$ cat src/hdl/cdo_pkg.sv
// -----------------------------------------------------------------------------
// cdo_pkg
// Shared types, constants and calendar helpers for the date offset block.
// -----------------------------------------------------------------------------
package cdo_pkg;

  localparam int OFFSET_BITS = 22;

  localparam int YEAR_IN_W  = 15;
  localparam int YEAR_OUT_W = 16;
  localparam int YEAR_W     = YEAR_OUT_W + 1;
  localparam int MONTH_W    = 4;
  localparam int DAY_W      = 5;
  localparam int STATUS_W   = 2;
  localparam int R400_W     = 9;
  localparam int QUOT_W     = 7;

  localparam int IN_BITS      = YEAR_IN_W + MONTH_W + DAY_W + OFFSET_BITS;
  localparam int IN_TDATA_W   = ((IN_BITS + 7) / 8) * 8;
  localparam int OUT_BITS     = YEAR_OUT_W + MONTH_W + DAY_W;
  localparam int OUT_TDATA_W  = ((OUT_BITS + 7) / 8) * 8;

  localparam logic [STATUS_W-1:0] ST_OK      = 2'd0;
  localparam logic [STATUS_W-1:0] ST_INVALID = 2'd1;
  localparam logic [STATUS_W-1:0] ST_RANGE   = 2'd2;

  localparam logic [YEAR_IN_W-1:0] YEAR_MIN = 15'd1601;
  localparam logic [YEAR_IN_W-1:0] YEAR_MAX = 15'd30826;

  // floor(y / 400) == (y * RECIP_400) >> RECIP_SHIFT for every 15-bit y
  localparam int RECIP_W     = 13;
  localparam int RECIP_SHIFT = 21;
  localparam int PROD_W      = YEAR_IN_W + RECIP_W;
  localparam logic [RECIP_W-1:0] RECIP_400 = 13'd5243;

  localparam logic [R400_W-1:0] CYCLE_LEN  = 9'd400;
  localparam logic [R400_W-1:0] CYCLE_LAST = 9'd399;

  localparam logic [MONTH_W-1:0] M_JAN = 4'd1;
  localparam logic [MONTH_W-1:0] M_FEB = 4'd2;
  localparam logic [MONTH_W-1:0] M_DEC = 4'd12;

  typedef struct packed {
    logic load;
    logic div;
    logic rem;
    logic chk;
    logic step;
    logic out_load;
  } dp_cmd_t;

  typedef struct packed {
    logic walk_end;
  } dp_sts_t;

  // Leap test from year mod 400: mod 4 is zero, mod 100 is not, or mod 400 is.
  function automatic logic is_leap(input logic [R400_W-1:0] r400);
    logic hundred;
    hundred = (r400 == 9'd100) || (r400 == 9'd200) || (r400 == 9'd300);
    return (r400[1:0] == 2'b00) && !hundred;
  endfunction

  function automatic logic [DAY_W-1:0] month_len(input logic [MONTH_W-1:0] m,
                                                 input logic leap);
    logic [DAY_W-1:0] len;
    case (m)
      M_FEB:                   len = leap ? 5'd29 : 5'd28;
      4'd4, 4'd6, 4'd9, 4'd11: len = 5'd30;
      default:                 len = 5'd31;
    endcase
    return len;
  endfunction

endpackage

$ cat src/hdl/cdo_ctrl.sv
// -----------------------------------------------------------------------------
// cdo_ctrl
// Sequencer: load, year mod 400, date check, month walk, result hand-off.
// -----------------------------------------------------------------------------
module cdo_ctrl (
  input  logic             clk_i,
  input  logic             rst_ni,
  input  logic             s_axis_tvalid,
  output logic             s_axis_tready,
  output logic             m_axis_tvalid,
  input  logic             m_axis_tready,
  input  cdo_pkg::dp_sts_t sts_i,
  output cdo_pkg::dp_cmd_t cmd_o
);
  import cdo_pkg::*;

  localparam logic [2:0] S_IDLE = 3'd0;
  localparam logic [2:0] S_DIV  = 3'd1;
  localparam logic [2:0] S_REM  = 3'd2;
  localparam logic [2:0] S_CHK  = 3'd3;
  localparam logic [2:0] S_WALK = 3'd4;
  localparam logic [2:0] S_DONE = 3'd5;

  logic [2:0] state_q, state_d;
  logic       out_valid_q, out_valid_d;
  logic       s_accept;

  assign s_axis_tready = (state_q == S_IDLE);
  assign s_accept      = s_axis_tvalid && s_axis_tready;
  assign m_axis_tvalid = out_valid_q;

  always_comb begin
    state_d = state_q;
    cmd_o   = '0;
    unique case (state_q)
      S_IDLE: begin
        if (s_accept) begin
          cmd_o.load = 1'b1;
          state_d    = S_DIV;
        end
      end
      S_DIV: begin
        cmd_o.div = 1'b1;
        state_d   = S_REM;
      end
      S_REM: begin
        cmd_o.rem = 1'b1;
        state_d   = S_CHK;
      end
      S_CHK: begin
        cmd_o.chk = 1'b1;
        state_d   = S_WALK;
      end
      S_WALK: begin
        if (sts_i.walk_end) begin
          state_d = S_DONE;
        end else begin
          cmd_o.step = 1'b1;
        end
      end
      S_DONE: begin
        if (!out_valid_q || m_axis_tready) begin
          cmd_o.out_load = 1'b1;
          state_d        = S_IDLE;
        end
      end
      default: state_d = S_IDLE;
    endcase
  end

  always_comb begin
    out_valid_d = out_valid_q;
    if (m_axis_tready) begin
      out_valid_d = 1'b0;
    end
    if (cmd_o.out_load) begin
      out_valid_d = 1'b1;
    end
  end

  always_ff @(posedge clk_i or negedge rst_ni) begin
    if (!rst_ni) begin
      state_q     <= S_IDLE;
      out_valid_q <= 1'b0;
    end else begin
      state_q     <= state_d;
      out_valid_q <= out_valid_d;
    end
  end

  a_accept_starts: assert property (@(posedge clk_i) disable iff (!rst_ni)
    s_accept |=> (state_q == S_DIV))
    else $error("accepted request did not start the sequence");

  a_walk_exit: assert property (@(posedge clk_i) disable iff (!rst_ni)
    (state_q == S_WALK && sts_i.walk_end) |=> (state_q == S_DONE))
    else $error("walk end did not reach result stage");

  a_no_overwrite: assert property (@(posedge clk_i) disable iff (!rst_ni)
    cmd_o.out_load |-> (!out_valid_q || m_axis_tready))
    else $error("result register overwritten while pending");

endmodule

$ cat src/hdl/cdo_dp.sv
// -----------------------------------------------------------------------------
// cdo_dp
// Datapath: input capture, year mod 400, date check, one month per step.
// -----------------------------------------------------------------------------
module cdo_dp (
  input  logic                             clk_i,
  input  logic                             rst_ni,
  input  cdo_pkg::dp_cmd_t                 cmd_i,
  output cdo_pkg::dp_sts_t                 sts_o,
  input  logic [cdo_pkg::YEAR_IN_W-1:0]    year_in_i,
  input  logic [cdo_pkg::MONTH_W-1:0]      month_in_i,
  input  logic [cdo_pkg::DAY_W-1:0]        day_in_i,
  input  logic signed [cdo_pkg::OFFSET_BITS-1:0] day_offset_i,
  output logic [cdo_pkg::YEAR_OUT_W-1:0]   year_out_o,
  output logic [cdo_pkg::MONTH_W-1:0]      month_out_o,
  output logic [cdo_pkg::DAY_W-1:0]        day_out_o,
  output logic [cdo_pkg::STATUS_W-1:0]     status_o
);
  import cdo_pkg::*;

  logic [YEAR_IN_W-1:0]   yi_q;
  logic [MONTH_W-1:0]     mi_q;
  logic [DAY_W-1:0]       di_q;
  logic [YEAR_W-1:0]      y_q, y_d;
  logic [MONTH_W-1:0]     m_q, m_d;
  logic [DAY_W-1:0]       d_q, d_d;
  logic [OFFSET_BITS-1:0] x_q, x_d;
  logic                   neg_q;
  logic [R400_W-1:0]      r400_q, r400_d;
  logic [QUOT_W-1:0]      quot_q;
  logic [STATUS_W-1:0]    st_q, st_d;

  logic [PROD_W-1:0]      prod;
  logic [YEAR_OUT_W-1:0]  rem_raw;
  logic [YEAR_OUT_W-1:0]  rem_fix;
  logic                   in_valid;
  logic [DAY_W-1:0]       cur_len;
  logic [DAY_W-1:0]       fwd_room;
  logic                   wrap;

  assign prod    = PROD_W'(yi_q) * PROD_W'(RECIP_400);
  assign rem_raw = YEAR_OUT_W'(yi_q) - (YEAR_OUT_W'(quot_q) * YEAR_OUT_W'(CYCLE_LEN));
  assign rem_fix = (rem_raw >= YEAR_OUT_W'(CYCLE_LEN)) ?
                   (rem_raw - YEAR_OUT_W'(CYCLE_LEN)) : rem_raw;

  assign in_valid = (yi_q >= YEAR_MIN) && (yi_q <= YEAR_MAX) &&
                    (mi_q >= M_JAN) && (mi_q <= M_DEC) && (di_q != '0) &&
                    (di_q <= month_len(mi_q, is_leap(r400_q)));

  assign cur_len  = month_len(m_q, is_leap(r400_q));
  assign fwd_room = cur_len - d_q;

  assign sts_o.walk_end = (x_q == '0) || (st_q != ST_OK);

  always_comb begin
    y_d    = y_q;
    m_d    = m_q;
    d_d    = d_q;
    x_d    = x_q;
    r400_d = r400_q;
    st_d   = st_q;
    wrap   = 1'b0;
    if (!neg_q) begin
      if (OFFSET_BITS'(fwd_room) < x_q) begin
        d_d = DAY_W'(1);
        x_d = x_q - OFFSET_BITS'(fwd_room) - OFFSET_BITS'(1);
        if (m_q == M_DEC) begin
          wrap   = 1'b1;
          m_d    = M_JAN;
          y_d    = y_q + YEAR_W'(1);
          r400_d = (r400_q == CYCLE_LAST) ? '0 : r400_q + R400_W'(1);
        end else begin
          m_d = m_q + MONTH_W'(1);
        end
        if (wrap && y_d[YEAR_W-1]) begin
          st_d = ST_RANGE;
        end
      end else begin
        d_d = d_q + x_q[DAY_W-1:0];
        x_d = '0;
      end
    end else begin
      if (OFFSET_BITS'(d_q) <= x_q) begin
        x_d = x_q - OFFSET_BITS'(d_q);
        if (m_q == M_JAN) begin
          wrap   = 1'b1;
          m_d    = M_DEC;
          y_d    = y_q - YEAR_W'(1);
          r400_d = (r400_q == '0) ? CYCLE_LAST : r400_q - R400_W'(1);
        end else begin
          m_d = m_q - MONTH_W'(1);
        end
        if (wrap && (y_d == '0)) begin
          st_d = ST_RANGE;
        end
        d_d = month_len(m_d, is_leap(r400_d));
      end else begin
        d_d = d_q - x_q[DAY_W-1:0];
        x_d = '0;
      end
    end
  end

  always_ff @(posedge clk_i) begin
    if (cmd_i.load) begin
      yi_q  <= year_in_i;
      mi_q  <= month_in_i;
      di_q  <= day_in_i;
      y_q   <= YEAR_W'(year_in_i);
      m_q   <= month_in_i;
      d_q   <= day_in_i;
      neg_q <= day_offset_i[OFFSET_BITS-1];
      x_q   <= day_offset_i[OFFSET_BITS-1] ? (OFFSET_BITS'(0) - day_offset_i)
                                           : day_offset_i;
      st_q  <= ST_OK;
    end
    if (cmd_i.div) begin
      quot_q <= prod[RECIP_SHIFT +: QUOT_W];
    end
    if (cmd_i.rem) begin
      r400_q <= rem_fix[R400_W-1:0];
    end
    if (cmd_i.chk && !in_valid) begin
      st_q <= ST_INVALID;
    end
    if (cmd_i.step) begin
      y_q    <= y_d;
      m_q    <= m_d;
      d_q    <= d_d;
      x_q    <= x_d;
      r400_q <= r400_d;
      st_q   <= st_d;
    end
    if (cmd_i.out_load) begin
      status_o <= st_q;
      if (st_q == ST_OK) begin
        year_out_o  <= y_q[YEAR_OUT_W-1:0];
        month_out_o <= m_q;
        day_out_o   <= d_q;
      end else begin
        year_out_o  <= YEAR_OUT_W'(yi_q);
        month_out_o <= mi_q;
        day_out_o   <= di_q;
      end
    end
  end

  a_r400_range: assert property (@(posedge clk_i) disable iff (!rst_ni)
    cmd_i.step |-> (r400_q < CYCLE_LEN))
    else $error("year mod 400 out of range during walk");

  a_day_nonzero: assert property (@(posedge clk_i) disable iff (!rst_ni)
    (cmd_i.step && st_d == ST_OK) |=> (d_q != '0))
    else $error("walk produced day zero");

  a_step_progress: assert property (@(posedge clk_i) disable iff (!rst_ni)
    cmd_i.step |=> ((x_q < $past(x_q)) || (st_q == ST_RANGE)))
    else $error("walk step made no progress");

endmodule

$ cat src/hdl/calendar_date_day_offset.sv
// -----------------------------------------------------------------------------
// calendar_date_day_offset
// Gregorian date plus signed day offset, walked one month per cycle.
// -----------------------------------------------------------------------------
//  channel  | dir | contents
//  s_axis   | in  | year_in, month_in, day_in, day_offset (tdata)
//  m_axis   | out | year_out, month_out, day_out (tdata), status (tuser)
//
//  A request passes from accept through the DIV, REM, CHK and WALK states to
//  DONE, then to result valid; WALK takes one step per month boundary crossed,
//  plus one for a final partial month when the walk does not end exactly on a
//  boundary. Invalid input dates and a zero offset take no walk steps; a result
//  year out of range stops the walk at the step that leaves the year range.
//  Reset is asynchronous, active low; it clears the sequencer and result valid.
//  The result register lets the next request enter while a result is pending.
// -----------------------------------------------------------------------------
module calendar_date_day_offset (
  input  logic                               clk_i,
  input  logic                               rst_ni,
  input  logic                               s_axis_tvalid,
  output logic                               s_axis_tready,
  // year_in[14:0], month_in[18:15], day_in[23:19], day_offset[45:24]
  input  logic [cdo_pkg::IN_TDATA_W-1:0]     s_axis_tdata,
  output logic                               m_axis_tvalid,
  input  logic                               m_axis_tready,
  // year_out[15:0], month_out[19:16], day_out[24:20]
  output logic [cdo_pkg::OUT_TDATA_W-1:0]    m_axis_tdata,
  // status[1:0]
  output logic [cdo_pkg::STATUS_W-1:0]       m_axis_tuser
);
  import cdo_pkg::*;

  localparam int MON_LSB = YEAR_IN_W;
  localparam int DAY_LSB = MON_LSB + MONTH_W;
  localparam int OFF_LSB = DAY_LSB + DAY_W;

  dp_cmd_t                 cmd;
  dp_sts_t                 sts;
  logic [YEAR_OUT_W-1:0]   year_out;
  logic [MONTH_W-1:0]      month_out;
  logic [DAY_W-1:0]        day_out;

  cdo_ctrl u_ctrl (
    .clk_i         (clk_i),
    .rst_ni        (rst_ni),
    .s_axis_tvalid (s_axis_tvalid),
    .s_axis_tready (s_axis_tready),
    .m_axis_tvalid (m_axis_tvalid),
    .m_axis_tready (m_axis_tready),
    .sts_i         (sts),
    .cmd_o         (cmd)
  );

  cdo_dp u_dp (
    .clk_i        (clk_i),
    .rst_ni       (rst_ni),
    .cmd_i        (cmd),
    .sts_o        (sts),
    .year_in_i    (s_axis_tdata[YEAR_IN_W-1:0]),
    .month_in_i   (s_axis_tdata[MON_LSB +: MONTH_W]),
    .day_in_i     (s_axis_tdata[DAY_LSB +: DAY_W]),
    .day_offset_i (s_axis_tdata[OFF_LSB +: OFFSET_BITS]),
    .year_out_o   (year_out),
    .month_out_o  (month_out),
    .day_out_o    (day_out),
    .status_o     (m_axis_tuser)
  );

  assign m_axis_tdata = OUT_TDATA_W'({day_out, month_out, year_out});

endmodule
$ cat config.mk
export PLATFORM = sky130hd
export DESIGN_NAME = calendar_date_day_offset
export DESIGN_NICKNAME = d
export VERILOG_FILES = /design/src/hdl/cdo_pkg.sv /design/src/hdl/cdo_ctrl.sv /design/src/hdl/cdo_dp.sv /design/src/hdl/calendar_date_day_offset.sv
export SDC_FILE = /design/constraint.sdc
export NUM_CORES = 1
export LEC_CHECK = 0
export BUFFER_PORTS_ARGS = -buffer_cell sky130_fd_sc_hd__buf_2
export CORE_MARGIN = 2
export CORE_UTILIZATION = 55
export DETAILED_ROUTE_END_ITERATION = 7
export GPL_TIMING_DRIVEN = 0
export PLACE_DENSITY_LB_ADDON = 0.3
export SLEW_MARGIN = 20
export SYNTH_ARGS = -nofsm -noshare
export SYNTH_HDL_FRONTEND = slang
export SYNTH_SLANG_ARGS = --single-unit
$ cat constraint.sdc
create_clock -name clk_i -period 5.2 [get_ports clk_i]
set_input_delay 0.52 -clock clk_i [delete_from_list [all_inputs] [get_ports clk_i]]
set_output_delay 0.52 -clock clk_i [all_outputs]
set_load 0.005 [all_outputs]
# After elaboration in Yosys (flattened, before gate mapping)
# Cells that the tools add are included.
[op_classes]
addsub = 15
multipliers = 2
n_lt_le_gt_ge = 8
eq_ne = 37
muxes = 80
n_reduce_logical = 42
[ops]
columns = ["operator", "count"]
rows = [
  ["$mux W17", 11],
  ["$mux W22", 6],
  ["$mux W9", 12],
  ["$sub A22 B5 Y22", 2],
  ["$mux W4", 10],
  ["$mux W5", 6],
  ["$pmux W5 S2", 3],
  ["$eq A4 B4 Y1 const B", 7],
  ["$mul A15 B13 Y28 const B", 1],
  ["$eq A9 B9 Y1 const B", 3],
  ["$eq A4 B3 Y1 const B", 6],
  ["$le A5 B22 Y1", 1],
  ["$logic_not A22 Y1", 1],
  ["$lt A5 B22 Y1", 1],
  ["$sub A1 B22 Y22 const A", 1],
  ["$sub A22 B1 Y22 const B", 1],
  ["$mux W1", 19],
  ["$eq A9 B7 Y1 const B", 2],
  ["$eq A9 B8 Y1 const B", 2],
  ["$pmux W3 S6", 1],
  ["$add A17 B1 Y17 const B", 1],
  ["$logic_not A17 Y1", 1],
  ["$sub A17 B1 Y17 const B", 1],
  ["$ge A16 B9 Y1 const B", 1],
  ["other kinds (39)", 84],
]
[word_totals]
reg_bits = 122
elab_cells = 203

# Depth between registers and ports, before layout
# Gate-level depths: netlist of the first run.
[depth]
ltp_word = 16
ltp_mapped = 20
ltp_nobuf = 20

# By module
# A second synthesis of the first run with hierarchy kept.
[hier_totals]
hier_cells = 1447
area_unflattened_um2 = 13790.7
[modules_own_cells]
columns = ["module", "instances", "cells_each", "area_per_inst_um2"]
rows = [
  ["cdo_dp", 1, 1410, 13451.7],
  ["cdo_ctrl", 1, 29, 282.8],
  ["calendar_date_day_offset", 1, 8, 56.3],
]

# Least setup slack after synthesis of the first run
# OpenSTA, ideal clock, no wires.
[synth_timing]
path_type = "reg-to-reg"
startpoint = "register u_dp.yi_q[10]"
endpoint = "register u_dp.quot_q[6] (data pin)"
arrival_ps = 4965
path_slack_ps = 105
path_stages_with_launch = 19
n_path_buf = 0
path_cell_list = "edfxtp_1 > ha_1 > inv_1 > fa_1 > inv_1 > fa_1 > inv_1 > fa_1 > fa_1 > inv_1 > ha_1 > nand4_1 > nor4_1 > nor3_1 > o311ai_0 > o41a_1 > a41oi_1 > a221oi_1 > o21a_1"
[synth_via]
elab_chain_cells = 1
[synth_rtl]
columns = ["item", "line_no", "text"]
rows = [
  ["start: declaration", "cdo_dp.sv:21", "logic [YEAR_IN_W-1:0] yi_q;"],
  ["start signal: assignment", "cdo_dp.sv:106", "yi_q <= year_in_i;"],
  ["$mul A15 B13 Y28", "cdo_dp.sv:41", "assign prod = PROD_W'(yi_q) * PROD_W'(RECIP_400);"],
  ["via u_dp.prod[27]", "cdo_dp.sv:33", "logic [PROD_W-1:0] prod;"],
  ["end signal: assignment", "cdo_dp.sv:118", "quot_q <= prod[RECIP_SHIFT +: QUOT_W];"],
  ["end: declaration", "cdo_dp.sv:30", "logic [QUOT_W-1:0] quot_q;"],
]
# The timed path passes the listed nets, and every way through them passes these cells.
# A chain may end at the register's enable or synchronous reset.

# Final worst setup path of the first run
[layout_timing]
startpoint = "register u_dp.yi_q[9]"
endpoint = "register u_dp.quot_q[5] (data pin)"
# Same word-level chain as after synthesis.

==> run summary, run 1 <==
Crit path capture type -> flip-flop
Commonest non-fill, non-tap cells in the layout -> ha_1 (198), inv_1 (168), edfxtp_1 (118)
Cell Rows -> 57
Reg area -> 3640 sq um
Cell taking the most area after synthesis -> edfxtp_1
Worst hold path depth -> 1
Hold Path End -> u_dp.di_q[1]
Yosys reg bits -> 122
Total of max-cap violations -> 0
Fin Clk Skew -> 9.55 ps
Remaining DRCs -> 0
Area post-placement -> 14,400 sq um
IO Pins -> 88
Register area share after synthesis -> 26.9%
R2r endpoint -> u_dp.quot_q[5]
Post-synthesis mux area share -> 0.962%
Fin crit share -> 99.0%
Final setup viols -> 0
Final Instance Count excl. Fillers -> 1,931
Library cells used by synthesis -> 84
Initial core utilization -> 55.8%
Arr. time, crit path -> 5320 ps
Min-Delay Path Class -> in -> reg
Post-synthesis cell count -> 1,437
Die ar. -> 25,900 sq um
Vias -> 11.7k
Antenna diode count -> 0
Placed wire-length estimate -> 29.2 mm
Number of synthesized flops with an enable pin -> 118
Gr ovfl total -> 0
Normalized max-slew margin -> 24.0%
CTS tree -> built
Max clock buf depth -> 2
Synth top area share -> 26.2%
Tmin final -> 5150 ps
Antenna violations before repair -> 0
Max-slew violation count -> 0
GRT Overall Usage -> 30.2%
Initial detailed-routing violation count -> 1,193
Port bufs -> 78
Largest family of logic cells by synthesized area -> adder cells
Synth Area in Adders -> 30.4%
Die Span X -> 161 um
Pre-Repair DR Iteration Count -> 6
Outcome -> completed
Clock root buffer -> clkbuf_16
Hold path start -> s_axis_tdata[20]
Area grow syn2layout -> 16.5%
DRT antenna net count -> 0
Asr flop ratio synth -> 3.28%
Data required, critical path -> 5370 ps
R2r setup slk -> 50 ps
Startpoint Class -> flip-flop
# nets final -> 1,928
CP Max Fanout -> 4
Die Ht -> 161 um
Layout cells sized above 1 -> 17.1%
Compound-Gate Fraction of Synth Area -> 14.6%
First-pass GRT wire length -> 60.6 mm
WS Path Type -> reg -> reg
XOR/XNOR Fraction of Synth Area -> 5.12%
Layout fillers -> 1,934
Synth Flop Type -> edfxtp_1
Final hold slack -> 291 ps
Final instance area -> 15,800 sq um
Reg2reg path depth -> 15
Final Hold Viols -> 0
Reg-to-reg startpoint -> u_dp.yi_q[9]
Post-Route WL -> 39.2 mm
Dpl cells -> 1,847
Final GP Congestion -> 0.972
Simple-Gate Fraction of Synth Area -> 14.8%
Largest net degree at the start of global routing -> 28
Sink Count -> 122
Unrepaired setup endpoints after global routing -> true
Later-pin clock latency in the skew report -> 430 ps
Reg clk slew, reported paths -> 60 ps
Max frequency -> 194 MHz
Area taken by multi-input logic gates -> 9280 sq um
Vias/cell -> 6.05
Area of the mapped netlist -> 13,500 sq um
Most common cell after layout, fill and taps aside -> ha_1
Num CTS Buffers -> 17
Yosys warnings -> 0
Core Footprint -> 24,200 sq um
WL per Instance -> 20.3 um
Avg Inst Size Synth -> 9.41 sq um
H-tree depth -> 4
Synth area leaders -> edfxtp_1 (26%), ha_1 (19%), fa_1 (11%)
Worst slew pin tran -> 1130 ps
Number of global-route vias before repair -> 11.5k
-- synth_stat cells, types with 10 or more instances --
master	n
ha_1	205
nor4_1	16
xor2_1	33
o22ai_1	11
inv_1	178
nand2b_1	13
a211oi_1	18
o31ai_1	12
buf_2	11
a21oi_1	64
nand3_1	43
a31oi_1	16
buf_4	10
nand2_1	119
or3_1	10
edfxtp_1	118
clkbuf_1	38
nor2_1	83
a22oi_1	10
xnor2_1	46
fa_1	77
nor3_1	37
o21ai_0	80
nand4_1	14
nor2b_1	13
o21a_1	14
-- cell type report --
type,count,area share [%]
inverters,179,4.30
flip-flops and latches,122,23.1
clock inverters,15,1.11
clock buffers,17,2.70
well taps,324,2.57
multi-input cells,1080,58.9
plain buffers,60,1.87
repair buffers,134,5.46
-- how the worst max path moves through the flow --
stage / startpoint / endpoint / cells after the start
after floorplan: u_dp.yi_q[10] / u_dp.quot_q[6] / 18
after global placement: u_dp.r400_q[3] / u_dp.r400_q[1] / 18
after detailed placement: u_dp.r400_q[3] / u_dp.y_q[2] / 18
after CTS: u_dp.yi_q[9] / u_dp.quot_q[5] / 17
after global routing: u_dp.yi_q[6] / u_dp.quot_q[6] / 17
final: u_dp.yi_q[9] / u_dp.quot_q[5] / 15
-- timing repair --
item,in CTS,in global routing
pin swaps,22,27
endpoints found under the hold margin,4,0
hold buffers,1,0
gates resized for setup,37,45
buffers inserted,39,16
endpoints found under the setup margin,70,54
gates cloned,0,0
-- routing by layer --
layer / up-vias / track usage, % / wire (um)
met2: 573 / 49.9 / 18400
met5: - / 0 / 0
li1: 5407 / - / -
met1: 5614 / 39.6 / 16000
met4: 0 / 11.2 / 1370
met3: 98 / 5.97 / 3490
-- cells by family after synthesis --
| family | count (synthesis) |
|---|---|
| AOI/OAI and AO/OA | 303 |
| muxes | 12 |
| buffers and inverters | 241 |
| and+or+nand+nor | 397 |
| xor gates and xnor gates | 79 |
| DFF | 122 |
| other | 1 |
| adders and majority gates | 282 |
-- state kept, by name, indices dropped and copies added (netlist names), 7 cells and up --
register	flops
u_dp.quot_q	7
u_dp.year_out_o	16
u_dp.r400_q	9
u_dp.y_q	17
u_dp.x_q	22
u_dp.yi_q	15
-- through the flow --
stage | utilization [%] | setup TNS (ps) | worst slack, ps
detailed placement | 59.3 | -57520 | -1300
CTS | 63.7 | -15.7 | -15.7
finish | 65.0 | 0 | 54.4
floorplan | - | 0 | 105
global route | 65.0 | -196 | -106
global placement | 59.1 | -63470 | -1550
-- worst max-delay path, cell delays in order, from the launching register on --
cell	delay [ps]
edfxtp_1	560
buf_6	220
fa_1	480
ha_1	330
fa_1	470
fa_1	520
fa_2	580
ha_1	240
nand4_1	180
nor3_1	60
nand2_1	120
o311ai_4	150
o41a_1	390
a41oi_2	280
nor2b_4	210
xnor2_2	100
Power of run 1 is left out: the tool's default activity adds up to more than one toggle a clock period on the data nets, which glitch-free logic cannot reach.
==> run 2: changes to the inputs <==
==> constraint.sdc (replaced) <==
create_clock -name clk_i -period 4.9 [get_ports clk_i]
set_input_delay 0.49 -clock clk_i [delete_from_list [all_inputs] [get_ports clk_i]]
set_output_delay 0.49 -clock clk_i [all_outputs]
set_load 0.005 [all_outputs]
==> run summary, run 2 (synthesis results as in run 1) <==
Largest net degree at the start of global routing -> 28
Final GP Congestion -> 0.984
Area taken by multi-input logic gates -> 9550 sq um
Clock root buffer -> clkbuf_16
First-pass GRT wire length -> 63.2 mm
Remaining DRCs -> 0
Final Instance Count excl. Fillers -> 1,942
Slowest stage delay, CP -> 550 ps
Placed wire-length estimate -> 29.2 mm
Max frequency -> 190 MHz
R2r setup slk -> -370 ps
Pre-Repair DR Iteration Count -> 8
Number of global-route vias before repair -> 11.8k
Initial detailed-routing violation count -> 1,188
Core Footprint -> 24,200 sq um
Crit path capture type -> flip-flop
Unrepaired setup endpoints after global routing -> true
Top Registers -> u_dp.x_q (22), u_dp.y_q (17), u_dp.year_out_o (16)
Die Span X -> 161 um
Final instance area -> 16,100 sq um
# nets final -> 1,939
CP Max Fanout -> 3
Gr ovfl total -> 0
Crit path from -> u_dp.yi_q[9]
Max clock buf depth -> 2
Final hold slack -> 254 ps
Vias/cell -> 6.22
Most used cell, CP -> fa_1
Reg clk slew, reported paths -> 60 ps
Max-slew violation count -> 0
CP Cell Sequence -> buf_6 -> ha_4 -> inv_2 -> fa_2 -> fa_1 -> inv_1 -> fa_1 -> fa_1 -> ha_4 -> nand4_1 -> nor4_4 -> nor3_2 -> o311ai_4 -> o41a_1 -> a41oi_2 -> buf_4 -> o21a_1
Cell Rows -> 57
Initial core utilization -> 55.8%
Dpl cells -> 1,846
IO Pins -> 88
Layout cells sized above 1 -> 18.7%
Final setup viols -> 6
Die Ht -> 161 um
Worst setup path end -> u_dp.quot_q[6]
Tmin final -> 5270 ps
Area grow syn2layout -> 19.1%
Number of flip-flops in the largest register -> 22
Startpoint Class -> flip-flop
Dpl ws -> -1660 ps
Final Hold Viols -> 0
Total of max-cap violations -> 0
Layout fillers -> 1,842
Worst Slack Setup Final -> -371 ps
GRT Overall Usage -> 31.3%
Fin Clk Skew -> 10.9 ps
Later-pin clock latency in the skew report -> 430 ps
Normalized max-slew margin -> 26.7%
Worst slew pin tran -> 1090 ps
WS Path Type -> reg -> reg
Outcome -> finished with violations
Min-Delay Path Class -> in -> reg
Fin crit share -> 108%
R2r endpoint -> u_dp.quot_q[6]
Antenna violations before repair -> 0
Post-Route WL -> 40.7 mm
Vias -> 12.1k
WL per Instance -> 20.9 um
Reg area -> 3640 sq um
CP max stage cell -> fa_1
Commonest non-fill, non-tap cells in the layout -> ha_1 (191), inv_1 (171), edfxtp_1 (118)
Most common cell after layout, fill and taps aside -> ha_1
Reg-to-reg startpoint -> u_dp.yi_q[9]
Port bufs -> 78
Area post-placement -> 14,400 sq um
Data required, critical path -> 5080 ps
Sink Count -> 122
Num CTS Buffers -> 17
Reg2reg path depth -> 17
Biggest register -> u_dp.x_q
CTS tree -> built
Antenna diode count -> 0
H-tree depth -> 4
Die ar. -> 25,900 sq um
Arr. time, crit path -> 5450 ps
DRT antenna net count -> 0
Failing checks -> negative setup slack
## run 2: through the flow
step                TNS [ps]  util, %
finish                 -1600     66.4
global route           -3060     66.4
CTS                     -937     65.0
detailed placement    -84280     59.3
global placement      -79580     59.2
floorplan              -24.4        -
## run 2: repair_timing
item,CTS,global route
buffers inserted,54,10
gates cloned,1,1
endpoints found under the hold margin,4,0
pin swaps,41,31
hold buffers,1,0
gates resized for setup,65,43
setup endpoints to repair,71,64
## run 2: area by class of cell
type | instances | share of cell area, %
repair buffers | 143 | 5.76
clock inverters | 14 | 1.07
plain buffers | 60 | 1.85
well taps | 324 | 2.52
multi-input cells | 1082 | 59.3
inverters | 179 | 4.22
flip-flops and latches | 122 | 22.6
clock buffers | 18 | 2.67
## run 2: critical path: cells and delay by family (launching register included)
| family | cells | cell delay (ps) |
|---|---|---|
| AO/OA/AOI/OAI | 4 | 950 |
| adder cells (fa/ha/maj) | 6 | 2550 |
| buffers and inverters | 4 | 450 |
| flip-flops | 1 | 520 |
| AND/OR/NAND/NOR | 3 | 540 |
## run 2: worst min path at each step
stage | depth (start not counted) | to | startpoint | slack [ps]
final | 1 | u_dp.di_q[3] | s_axis_tdata[22] | 250
after global routing | 1 | u_dp.di_q[3] | s_axis_tdata[22] | 250
after CTS | 1 | u_dp.di_q[3] | s_axis_tdata[22] | 250
after detailed placement | 1 | u_ctrl.state_q[2] | rst_ni | 300
after global placement | 1 | u_ctrl.state_q[2] | rst_ni | 310
after floorplan | 0 | u_ctrl.m_axis_tvalid | rst_ni | 190
## run 2: routing by layer
layer | track usage, % | share of wire (%)
met1 | 41.2 | 40
met2 | 51.9 | 47
met3 | 6.74 | 9.5
met4 | 9.78 | 3.1
met5 | 0 | 0
Power of run 2 is left out for the same reason.
